File: src/sv/cfq_pkg.sv
// Shared types and constants for the circular FIFO queue.
package cfq_pkg;

  // Default sizing, handed to the top-level parameters
  localparam int unsigned DEPTH_DEF      = 16;
  localparam int unsigned DATA_WIDTH_DEF = 32;

  // Fixed field widths of the ports
  localparam int unsigned CMD_W      = 2;
  localparam int unsigned ITEM_W     = 32;
  localparam int unsigned STATUS_W   = 2;
  localparam int unsigned COUNT_W    = 5;
  localparam int unsigned CAP_W      = 5;

  // Register port
  localparam int unsigned PADDR_W    = 3;
  localparam int unsigned PDATA_W    = 32;
  localparam int unsigned REG_CAP    = 0;
  localparam int unsigned CAP_RESET  = 16;

  typedef enum logic [CMD_W-1:0] {
    CMD_ENQUEUE = 2'd0,
    CMD_DEQUEUE = 2'd1,
    CMD_PEEK    = 2'd2,
    CMD_DUMP    = 2'd3
  } cmd_e;

  typedef enum logic [STATUS_W-1:0] {
    ST_DONE  = 2'd0,
    ST_FULL  = 2'd1,
    ST_EMPTY = 2'd2
  } status_e;

  // Source of the result data word
  typedef enum logic [1:0] {
    DSEL_ZERO,
    DSEL_MEM,
    DSEL_ONES
  } dsel_e;

  // Commands from the controller to the datapath
  typedef struct packed {
    logic    accept;   // latch a new request, start walk at head
    logic    load;     // load the result register
    logic    push;     // write item at tail, advance tail, count up
    logic    pop;      // advance head, count down
    logic    advance;  // step the dump walk
    status_e status;
    dsel_e   data_sel;
    logic    last;
  } ctrl_t;

  // Status from the datapath to the controller
  typedef struct packed {
    logic empty;
    logic full;
    logic dump_last;
  } stat_t;

endpackage

File: src/sv/cfq_ram.sv
// Generic single-port-write, single-port-read RAM with registered read data.
module cfq_ram #(
  parameter int unsigned WIDTH = 32,
  parameter int unsigned DEPTH = 16
) (
  input  logic                     clk_i,
  input  logic                     we_i,
  input  logic [$clog2(DEPTH)-1:0] waddr_i,
  input  logic [WIDTH-1:0]         wdata_i,
  input  logic [$clog2(DEPTH)-1:0] raddr_i,
  output logic [WIDTH-1:0]         rdata_o
);

  logic [WIDTH-1:0] mem_q [DEPTH];
  logic [WIDTH-1:0] rdata_q;

  // Write on enable, read every cycle
  always_ff @(posedge clk_i) begin
    if (we_i) begin
      mem_q[waddr_i] <= wdata_i;
    end
    rdata_q <= mem_q[raddr_i];
  end

  assign rdata_o = rdata_q;

endmodule

File: src/sv/cfq_ctrl.sv
// Controller state machine: sequences one request at a time and owns result valid.
module cfq_ctrl (
  input  logic                        clk_i,
  input  logic                        rst_ni,
  input  logic                        in_valid_i,
  output logic                        in_stall_o,
  input  logic [cfq_pkg::CMD_W-1:0]   command_i,
  output logic                        out_valid_o,
  input  logic                        out_stall_i,
  input  cfq_pkg::stat_t              stat_i,
  output cfq_pkg::ctrl_t              ctrl_o
);

  typedef enum logic {
    S_IDLE,
    S_EXEC
  } state_e;

  state_e         state_q, state_d;
  cfq_pkg::cmd_e  cmd_q, cmd_d;
  logic           out_valid_q, out_valid_d;
  logic           out_free;
  cfq_pkg::ctrl_t ctrl;

  // Result register may take a new result when empty or being drained
  assign out_free = !out_valid_q || !out_stall_i;

  // Decode state and status into datapath commands
  always_comb begin
    ctrl          = '0;
    ctrl.status   = cfq_pkg::ST_DONE;
    ctrl.data_sel = cfq_pkg::DSEL_ZERO;
    state_d       = state_q;
    cmd_d         = cmd_q;
    unique case (state_q)
      S_IDLE: begin
        if (in_valid_i) begin
          ctrl.accept = 1'b1;
          cmd_d       = cfq_pkg::cmd_e'(command_i);
          state_d     = S_EXEC;
        end
      end
      S_EXEC: begin
        if (out_free) begin
          ctrl.load = 1'b1;
          ctrl.last = 1'b1;
          state_d   = S_IDLE;
          unique case (cmd_q)
            cfq_pkg::CMD_ENQUEUE: begin
              if (stat_i.full) begin
                ctrl.status = cfq_pkg::ST_FULL;
              end else begin
                ctrl.push = 1'b1;
              end
            end
            cfq_pkg::CMD_DEQUEUE: begin
              if (stat_i.empty) begin
                ctrl.status = cfq_pkg::ST_EMPTY;
              end else begin
                ctrl.pop      = 1'b1;
                ctrl.data_sel = cfq_pkg::DSEL_MEM;
              end
            end
            cfq_pkg::CMD_PEEK: begin
              if (stat_i.empty) begin
                ctrl.status   = cfq_pkg::ST_EMPTY;
                ctrl.data_sel = cfq_pkg::DSEL_ONES;
              end else begin
                ctrl.data_sel = cfq_pkg::DSEL_MEM;
              end
            end
            cfq_pkg::CMD_DUMP: begin
              if (stat_i.empty) begin
                ctrl.status = cfq_pkg::ST_EMPTY;
              end else begin
                ctrl.data_sel = cfq_pkg::DSEL_MEM;
                ctrl.advance  = 1'b1;
                ctrl.last     = stat_i.dump_last;
                if (!stat_i.dump_last) begin
                  state_d = S_EXEC;
                end
              end
            end
            default: begin
              state_d = S_IDLE;
            end
          endcase
        end
      end
      default: begin
        state_d = S_IDLE;
      end
    endcase
  end

  // Hold result valid until taken, raise it on a new result
  always_comb begin
    if (ctrl.load) begin
      out_valid_d = 1'b1;
    end else if (out_stall_i) begin
      out_valid_d = out_valid_q;
    end else begin
      out_valid_d = 1'b0;
    end
  end

  // State and registered outputs
  always_ff @(posedge clk_i or negedge rst_ni) begin
    if (!rst_ni) begin
      state_q     <= S_IDLE;
      cmd_q       <= cfq_pkg::CMD_ENQUEUE;
      out_valid_q <= 1'b0;
    end else begin
      state_q     <= state_d;
      cmd_q       <= cmd_d;
      out_valid_q <= out_valid_d;
    end
  end

  assign in_stall_o  = (state_q != S_IDLE);
  assign out_valid_o = out_valid_q;
  assign ctrl_o      = ctrl;

  // A new result never overwrites one that is still held
  a_no_overwrite: assert property (@(posedge clk_i) disable iff (!rst_ni)
    ctrl.load |-> (!out_valid_q || !out_stall_i))
    else $error("result register overwritten while held");

  // Push and pop never happen in the same cycle
  a_push_pop: assert property (@(posedge clk_i) disable iff (!rst_ni)
    !(ctrl.push && ctrl.pop))
    else $error("push and pop together");

  // The final result of a request frees the controller
  a_last_idle: assert property (@(posedge clk_i) disable iff (!rst_ni)
    (ctrl.load && ctrl.last) |=> (state_q == S_IDLE))
    else $error("controller busy after final result");

endmodule

File: src/sv/cfq_dp.sv
// Datapath: pointers, count, capacity register, entry RAM and result register.
module cfq_dp #(
  parameter int unsigned DEPTH      = cfq_pkg::DEPTH_DEF,
  parameter int unsigned DATA_WIDTH = cfq_pkg::DATA_WIDTH_DEF
) (
  input  logic                              clk_i,
  input  logic                              rst_ni,
  input  logic                              psel,
  input  logic                              penable,
  input  logic                              pwrite,
  input  logic [cfq_pkg::PADDR_W-1:0]       paddr,
  input  logic [cfq_pkg::PDATA_W-1:0]       pwdata,
  output logic [cfq_pkg::PDATA_W-1:0]       prdata,
  input  logic signed [cfq_pkg::ITEM_W-1:0] item_value_i,
  input  cfq_pkg::ctrl_t                    ctrl_i,
  output cfq_pkg::stat_t                    stat_o,
  output logic signed [cfq_pkg::ITEM_W-1:0] data_value_o,
  output logic [cfq_pkg::STATUS_W-1:0]      status_o,
  output logic                              is_empty_o,
  output logic                              is_full_o,
  output logic [cfq_pkg::COUNT_W-1:0]       entry_count_o,
  output logic                              last_result_o
);

  localparam int unsigned IDX_W = $clog2(DEPTH);
  localparam int unsigned CNT_W = $clog2(DEPTH + 1);
  localparam int unsigned CAP_RST_VAL =
    (cfq_pkg::CAP_RESET > DEPTH) ? DEPTH : cfq_pkg::CAP_RESET;
  localparam int unsigned WIDE_W = 64;

  logic [CNT_W-1:0]      cap_q, cap_d;
  logic [CNT_W-1:0]      count_q, count_d;
  logic [CNT_W-1:0]      remain_q, remain_d;
  logic [IDX_W-1:0]      head_q, head_d;
  logic [IDX_W-1:0]      tail_q, tail_d;
  logic [IDX_W-1:0]      walk_q, walk_d;
  logic [IDX_W-1:0]      raddr;
  logic [DATA_WIDTH-1:0] rdata;
  logic [DATA_WIDTH-1:0] wdata;
  logic [WIDE_W-1:0]     item_wide;
  logic [cfq_pkg::ITEM_W-1:0] item_q;
  logic                  cap_sel;
  logic                  cfg_we;
  logic [cfq_pkg::CAP_W-1:0] cap_wr;
  logic [CNT_W-1:0]      cap_clamped;

  logic signed [cfq_pkg::ITEM_W-1:0] data_q, data_d;
  logic [cfq_pkg::STATUS_W-1:0]      status_q;
  logic                              empty_q, full_q, last_q;
  logic [cfq_pkg::COUNT_W-1:0]       ocount_q;

  // Step an index around the ring at the capacity in use
  function automatic logic [IDX_W-1:0] ring_next(input logic [IDX_W-1:0] idx,
                                                 input logic [CNT_W-1:0] cap);
    logic [CNT_W-1:0] n;
    n = CNT_W'(idx) + CNT_W'(1);
    return (n >= cap) ? '0 : IDX_W'(n);
  endfunction

  // Decode register writes and clamp the capacity to 1..DEPTH
  assign cap_sel = (paddr[cfq_pkg::PADDR_W-1:2] ==
                    (cfq_pkg::PADDR_W-2)'(cfq_pkg::REG_CAP));
  assign cfg_we  = psel && penable && pwrite && cap_sel;
  assign cap_wr  = pwdata[cfq_pkg::CAP_W-1:0];

  always_comb begin
    if (cap_wr == '0) begin
      cap_clamped = CNT_W'(1);
    end else if (32'(cap_wr) > DEPTH) begin
      cap_clamped = CNT_W'(DEPTH);
    end else begin
      cap_clamped = CNT_W'(cap_wr);
    end
  end

  // Read back the capacity register
  assign prdata = cap_sel ? cfq_pkg::PDATA_W'(cap_q) : '0;

  // Next pointer, count and walk values
  always_comb begin
    cap_d    = cap_q;
    head_d   = head_q;
    tail_d   = tail_q;
    count_d  = count_q;
    walk_d   = walk_q;
    remain_d = remain_q;
    if (ctrl_i.accept) begin
      walk_d   = head_q;
      remain_d = count_q;
    end
    if (ctrl_i.push) begin
      tail_d  = ring_next(tail_q, cap_q);
      count_d = count_q + CNT_W'(1);
    end
    if (ctrl_i.pop) begin
      head_d  = ring_next(head_q, cap_q);
      count_d = count_q - CNT_W'(1);
    end
    if (ctrl_i.advance) begin
      walk_d   = ring_next(walk_q, cap_q);
      remain_d = remain_q - CNT_W'(1);
    end
    if (cfg_we) begin
      cap_d   = cap_clamped;
      head_d  = '0;
      tail_d  = '0;
      count_d = '0;
    end
  end

  // Hold pointers, count and capacity
  always_ff @(posedge clk_i or negedge rst_ni) begin
    if (!rst_ni) begin
      cap_q   <= CNT_W'(CAP_RST_VAL);
      head_q  <= '0;
      tail_q  <= '0;
      count_q <= '0;
    end else begin
      cap_q   <= cap_d;
      head_q  <= head_d;
      tail_q  <= tail_d;
      count_q <= count_d;
    end
  end

  // Latch the request item and the dump walk
  always_ff @(posedge clk_i) begin
    if (ctrl_i.accept) begin
      item_q <= item_value_i;
    end
    walk_q   <= walk_d;
    remain_q <= remain_d;
  end

  // Read the head on accept, the next entry while the dump advances
  always_comb begin
    if (ctrl_i.accept) begin
      raddr = head_q;
    end else if (ctrl_i.advance) begin
      raddr = ring_next(walk_q, cap_q);
    end else begin
      raddr = walk_q;
    end
  end

  // Keep the low DATA_WIDTH bits of the item
  assign item_wide = {{(WIDE_W - cfq_pkg::ITEM_W){1'b0}}, item_q};
  assign wdata     = item_wide[DATA_WIDTH-1:0];

  cfq_ram #(
    .WIDTH (DATA_WIDTH),
    .DEPTH (DEPTH)
  ) u_ram (
    .clk_i   (clk_i),
    .we_i    (ctrl_i.push),
    .waddr_i (tail_q),
    .wdata_i (wdata),
    .raddr_i (raddr),
    .rdata_o (rdata)
  );

  // Select the result word
  always_comb begin
    unique case (ctrl_i.data_sel)
      cfq_pkg::DSEL_MEM:  data_d = cfq_pkg::ITEM_W'($signed(rdata));
      cfq_pkg::DSEL_ONES: data_d = '1;
      default:            data_d = '0;
    endcase
  end

  // Load the result register with flags as they stand after the request
  always_ff @(posedge clk_i) begin
    if (ctrl_i.load) begin
      data_q   <= data_d;
      status_q <= ctrl_i.status;
      empty_q  <= (count_d == '0);
      full_q   <= (count_d == cap_q);
      ocount_q <= cfq_pkg::COUNT_W'(count_d);
      last_q   <= ctrl_i.last;
    end
  end

  assign stat_o.empty     = (count_q == '0);
  assign stat_o.full      = (count_q >= cap_q);
  assign stat_o.dump_last = (remain_q == CNT_W'(1));

  assign data_value_o  = data_q;
  assign status_o      = status_q;
  assign is_empty_o    = empty_q;
  assign is_full_o     = full_q;
  assign entry_count_o = ocount_q;
  assign last_result_o = last_q;

  // Count stays within the capacity in use
  a_count_cap: assert property (@(posedge clk_i) disable iff (!rst_ni)
    count_q <= cap_q)
    else $error("count above capacity");

  // Pointers stay inside the ring
  a_ptr_range: assert property (@(posedge clk_i) disable iff (!rst_ni)
    (CNT_W'(head_q) < cap_q) && (CNT_W'(tail_q) < cap_q))
    else $error("pointer outside ring");

  // A push is only issued while room remains
  a_push_room: assert property (@(posedge clk_i) disable iff (!rst_ni)
    ctrl_i.push |-> (count_q < cap_q))
    else $error("push on full queue");

endmodule

File: src/sv/circular_fifo_queue_top.sv
// Top level of the circular FIFO queue: controller, datapath and register port.
//
// A ring-buffer FIFO of signed words with a programmable capacity (register 0,
// clamped to 1..DEPTH; writing it empties the queue). Commands enqueue,
// dequeue, peek the head, or dump all held entries head to tail. One request
// is worked at a time: enqueue, dequeue and peek are accepted, then the result
// is loaded once the registered read of the entry RAM is ready; a dump of n
// entries loads one entry per cycle through the same RAM read port, as long
// as the output is not stalled. A stalled output adds its stall cycles. A new
// request is accepted while the previous result still waits in the output
// register. The entry RAM needs no clearing after reset.
module circular_fifo_queue_top #(
  parameter int unsigned DEPTH      = cfq_pkg::DEPTH_DEF,
  parameter int unsigned DATA_WIDTH = cfq_pkg::DATA_WIDTH_DEF
) (
  input  logic                              clk_i,
  input  logic                              rst_ni,
  input  logic                              psel,
  input  logic                              penable,
  input  logic                              pwrite,
  input  logic [cfq_pkg::PADDR_W-1:0]       paddr,
  input  logic [cfq_pkg::PDATA_W-1:0]       pwdata,
  output logic [cfq_pkg::PDATA_W-1:0]       prdata,
  output logic                              pready,
  input  logic                              in_valid_i,
  output logic                              in_stall_o,
  input  logic [cfq_pkg::CMD_W-1:0]         command_i,
  input  logic signed [cfq_pkg::ITEM_W-1:0] item_value_i,
  output logic                              out_valid_o,
  input  logic                              out_stall_i,
  output logic signed [cfq_pkg::ITEM_W-1:0] data_value_o,
  output logic [cfq_pkg::STATUS_W-1:0]      status_o,
  output logic                              is_empty_o,
  output logic                              is_full_o,
  output logic [cfq_pkg::COUNT_W-1:0]       entry_count_o,
  output logic                              last_result_o
);

  cfq_pkg::ctrl_t ctrl;
  cfq_pkg::stat_t stat;

  assign pready = 1'b1;

  cfq_ctrl u_ctrl (
    .clk_i       (clk_i),
    .rst_ni      (rst_ni),
    .in_valid_i  (in_valid_i),
    .in_stall_o  (in_stall_o),
    .command_i   (command_i),
    .out_valid_o (out_valid_o),
    .out_stall_i (out_stall_i),
    .stat_i      (stat),
    .ctrl_o      (ctrl)
  );

  cfq_dp #(
    .DEPTH      (DEPTH),
    .DATA_WIDTH (DATA_WIDTH)
  ) u_dp (
    .clk_i         (clk_i),
    .rst_ni        (rst_ni),
    .psel          (psel),
    .penable       (penable),
    .pwrite        (pwrite),
    .paddr         (paddr),
    .pwdata        (pwdata),
    .prdata        (prdata),
    .item_value_i  (item_value_i),
    .ctrl_i        (ctrl),
    .stat_o        (stat),
    .data_value_o  (data_value_o),
    .status_o      (status_o),
    .is_empty_o    (is_empty_o),
    .is_full_o     (is_full_o),
    .entry_count_o (entry_count_o),
    .last_result_o (last_result_o)
  );

endmodule
File: config.mk
export PLATFORM = sky130hd
export DESIGN_NAME = circular_fifo_queue_top
export DESIGN_NICKNAME = d
export VERILOG_FILES = /design/src/sv/cfq_pkg.sv /design/src/sv/cfq_ram.sv /design/src/sv/cfq_ctrl.sv /design/src/sv/cfq_dp.sv /design/src/sv/circular_fifo_queue_top.sv
export SDC_FILE = /design/constraint.sdc
export NUM_CORES = 1
export LEC_CHECK = 0
export BUFFER_PORTS_ARGS = -buffer_cell sky130_fd_sc_hd__buf_4
export CORE_ASPECT_RATIO = 1.2
export CORE_MARGIN = 8
export CORE_UTILIZATION = 54
export CTS_CLUSTER_SIZE = 16
export DETAILED_ROUTE_END_ITERATION = 8
export PLACE_DENSITY = 0.84
export SETUP_SLACK_MARGIN = 0.5
export SLEW_MARGIN = 20
export SYNTH_ARGS = -nofsm -noshare
export SYNTH_HDL_FRONTEND = slang
export SYNTH_HIERARCHICAL = 1
export SYNTH_SLANG_ARGS = --single-unit
File: constraint.sdc
create_clock -name clk_i -period 5.4 [get_ports clk_i]
set_input_delay 0.54 -clock clk_i [delete_from_list [all_inputs] [get_ports clk_i]]
set_output_delay 0.54 -clock clk_i [all_outputs]
set_load 0.005 [all_outputs]
==> impl_metrics.tcl <==
set metrics [dict create \
    wl_um 57050 \
    cts_root_buffer "clkbuf_16" \
    detailedRoute.firstIterationViolations 1604 \
    overflow 0 \
    fin_tns_setup_ns 0 \
    grt_use_met2_pct 35.96 \
    reg2reg_slack_ns 1.20 \
    endpoint "u_dp/u_ram/mem_q[10][29]" \
    die_h_um 251.8 \
    finalCritPeriodShare_pct 77.77 \
    ys_warn_count 6 \
    cts-htree-levels 2 \
    via_count 12910 \
    diodes 0 \
    netlist_instances 1276 \
    coreArea_um2 45840 \
    post-place-ws_ns 1.264 \
    layout_commonest_cell "edfxtp_1" \
    vdd_drop_max_mv 0.4429 \
    finalMaxSlewViolations 0 \
    crit_start "u_dp/count_q[0]" \
    fmaxAchievable_mhz 238.1 \
    critPathKind "reg2reg" \
    avgViaCountPerCell 6.220 \
    worst_setup_path_start_kind "flip-flop" \
    syn_area_um2 25020 \
    row_count 86 \
    ys.flop_type "edfxtp_1" \
    r2r_end "u_dp/u_ram/mem_q[10][29]" \
    routedWlPerCell_um 27.49 \
    grtUsageMet3_pct 4.457 \
    use_met1_pct 26.78 \
    tightest_slew_ns 1.093 \
    grt_start_max_net_pins 129 \
    ioPinCount 153 \
    cts_buffer_depth 3 \
    cts_num_sinks 649 \
    timing.final.setup_violations 0 \
    ff2ff_path_depth 13 \
    place_congestion 0.7968 \
    relSlewSlack_pct 27.15 \
    grt_pass1_wl_um 84450 \
    period_needed_ns 4.200 \
    drive_gt1_share_pct 26.53 \
    hold_class "in2reg" \
    status "finished clean" \
    hold_viol 0 \
    grt_pass1_vias 13460 \
    fin_skew_ns 0.01476 \
    synth_seq_cells 649 \
    utilization_pct 62.21 \
    cts_tree "done" \
    rsz0062_at_grt "false" \
    synthArstFlopShare_pct 3.390 \
    final_nets 1516 \
    synth-edff-count 595 \
    powerDensity_nw_per_um2 526.7 \
    drc 0 \
    start_util_pct 54.58 \
    port_buffers 95 \
    synthDistinctLibCells 63 \
    clock_latency_ns 0.62 \
    cap_violations 0 \
    track_usage_pct 21.44 \
    ant_nets 0 \
    antenna_found_initial 0 \
    cts.repair.resized 0 \
    total_leakage_power_nw 9.518 \
    cp.required_ns 5.67 \
    cp.arrival_ns 4.47 \
    rr_startpoint "u_dp/count_q[0]" \
    final_cell_mix "595 x edfxtp_1, 130 x buf_4, 128 x mux4_2" \
    endpoint_kind "flip-flop" \
    clk_pin_slew_worst_paths_ns 0.06 \
    syn2layout_area_growth_pct 13.98 \
    fin_ws_ns 1.200 \
    die_area_um2 53500 \
    ys_seq_area_share_pct 76.18 \
    top_usage_layer "met2" \
    crit_fanout 20 \
    die-width_um 212.5 \
    syn_avg_cell_area_um2 19.61 \
    drtPass1Iterations 5 \
    hpwl_um 30500 \
    numCtsBuffers 58 \
]
through the flow:
step | hold slack (ns) | power [W] | instance area [um2] | std cells
after detailed placement | 0.4667 | 0.01102 | 26650 | 1966
after global routing | 0.07453 | 0.01565 | 28520 | 2075
after global placement | 0.4567 | 0.01087 | 26650 | 1966
after floorplan | 0.2444 | 0.009594 | 25120 | 1302
final | 0.09999 | 0.01502 | 28520 | 2075
after CTS | 0.06693 | 0.01510 | 28520 | 2075
what timing repair did:
| action | in CTS | in global routing |
|---|---|---|
| setup buffers | 0 | 0 |
| hold buffers | 1 | 0 |
| hold endpoints to repair | 21 | 0 |
area by class of cell:
cell class	instances	area (um2)
Clock buffer	74	1541
Clock inverter	34	317.8
Fill cell	3028	17320
Inverter	15	57.56
Multi-Input combinational cell	551	5683
Sequential cell	649	19060
Tap cell	616	770.7
Timing Repair Buffer	136	1086
synthesized netlist by cell type (all sizes together), types with 3 or more instances:
cell type / instances / area (um2)
edfxtp: 595 / 17870
mux4: 128 / 2883
nor2: 66 / 247.7
a22oi: 64 / 480.5
buf: 57 / 370.4
nand2: 52 / 195.2
a21oi: 48 / 240.2
dfxtp: 32 / 640.6
clkbuf: 30 / 112.6
ha: 29 / 362.9
dfrtp: 21 / 525.5
o21ai: 15 / 75.07
inv: 13 / 48.80
xnor2: 13 / 113.9
nand2b: 11 / 68.82
nor3: 11 / 55.05
nor2b: 8 / 52.55
a21o: 7 / 52.55
nand3: 6 / 30.03
nand3b: 5 / 37.54
and2: 4 / 25.02
and3: 4 / 25.02
nor3b: 4 / 30.03
a22o: 3 / 26.28
and4b: 3 / 30.03
mux2: 3 / 33.78
nor4b: 3 / 32.53
or2: 3 / 18.77
or3b: 3 / 26.28
registers in the layout, summed over array words and instances, names as in the netlist, 2 cells and up:
name,flops
u_dp/entry_count_o,5
u_dp/remain_q,5
u_dp/item_q,32
u_ctrl/cmd_q,2
u_dp/data_value_o,32
u_dp/u_ram/mem_q,512
u_dp/count_q,5
u_dp/head_q,4
u_dp/status_o,2
u_dp/walk_q,4
u_dp/cap_q,5
u_dp/u_ram/rdata_o,32
u_dp/tail_q,4
power by group:
group	internal (W)	switching, W
logic	0.00203	0.00240
clock network	0.00226	0.00177
registers	0.00618	0.000381
total	0.0105	0.00455
logic make-up (layout without fill, tap and decap cells):
logic type                 Yosys count  count (layout)  synth area share [%]
buffers and inverters              102             259                 2.160
xor gates and xnor gates            15              15                0.5251
other                                2              28               0.03002
and+or+nand+nor                    192             192                 3.816
AOI/OAI and AO/OA                  154             154                 4.101
DFF                                649             649                 76.18
muxes                              133             133                 11.74
adders and majority gates           29              29                 1.450
per-layer routing:
metal | part of all wire [%] | vias to the layer above
li1 | - | 5360
met1 | 35 | 6534
met2 | 50 | 851
met3 | 11 | 161
met4 | 4.2 | 0
met5 | 0 | -
how the worst min path moves through the flow:
stage | startpoint | to | slack [ns] | depth (start not counted)
2_1_floorplan | rst_ni | u_ctrl/cmd_q[0] | 0.24 | 0
3_3_place_gp | rst_ni | u_dp/head_q[0] | 0.46 | 1
3_5_place_dp | rst_ni | u_dp/head_q[0] | 0.47 | 1
4_1_cts | item_value_i[27] | u_dp/item_q[27] | 0.07 | 1
5_1_grt | item_value_i[29] | u_dp/item_q[29] | 0.07 | 1
6_report | item_value_i[20] | u_dp/item_q[20] | 0.1 | 1
critical path, stage by stage, from the launching register on:
cell,delay [ns]
dfrtp_1,0.39
inv_1,0.21
ha_1,0.27
nand2b_1,0.14
a21o_1,0.17
a21oi_1,0.15
nor2b_1,0.06
o21ai_0,0.16
nand2b_1,0.10
nor4_1,0.45
buf_4,0.28
nand3b_1,0.33
nor2_4,0.66
buf_4,0.47
No activity file was read; power rests on OpenSTA's default activity.
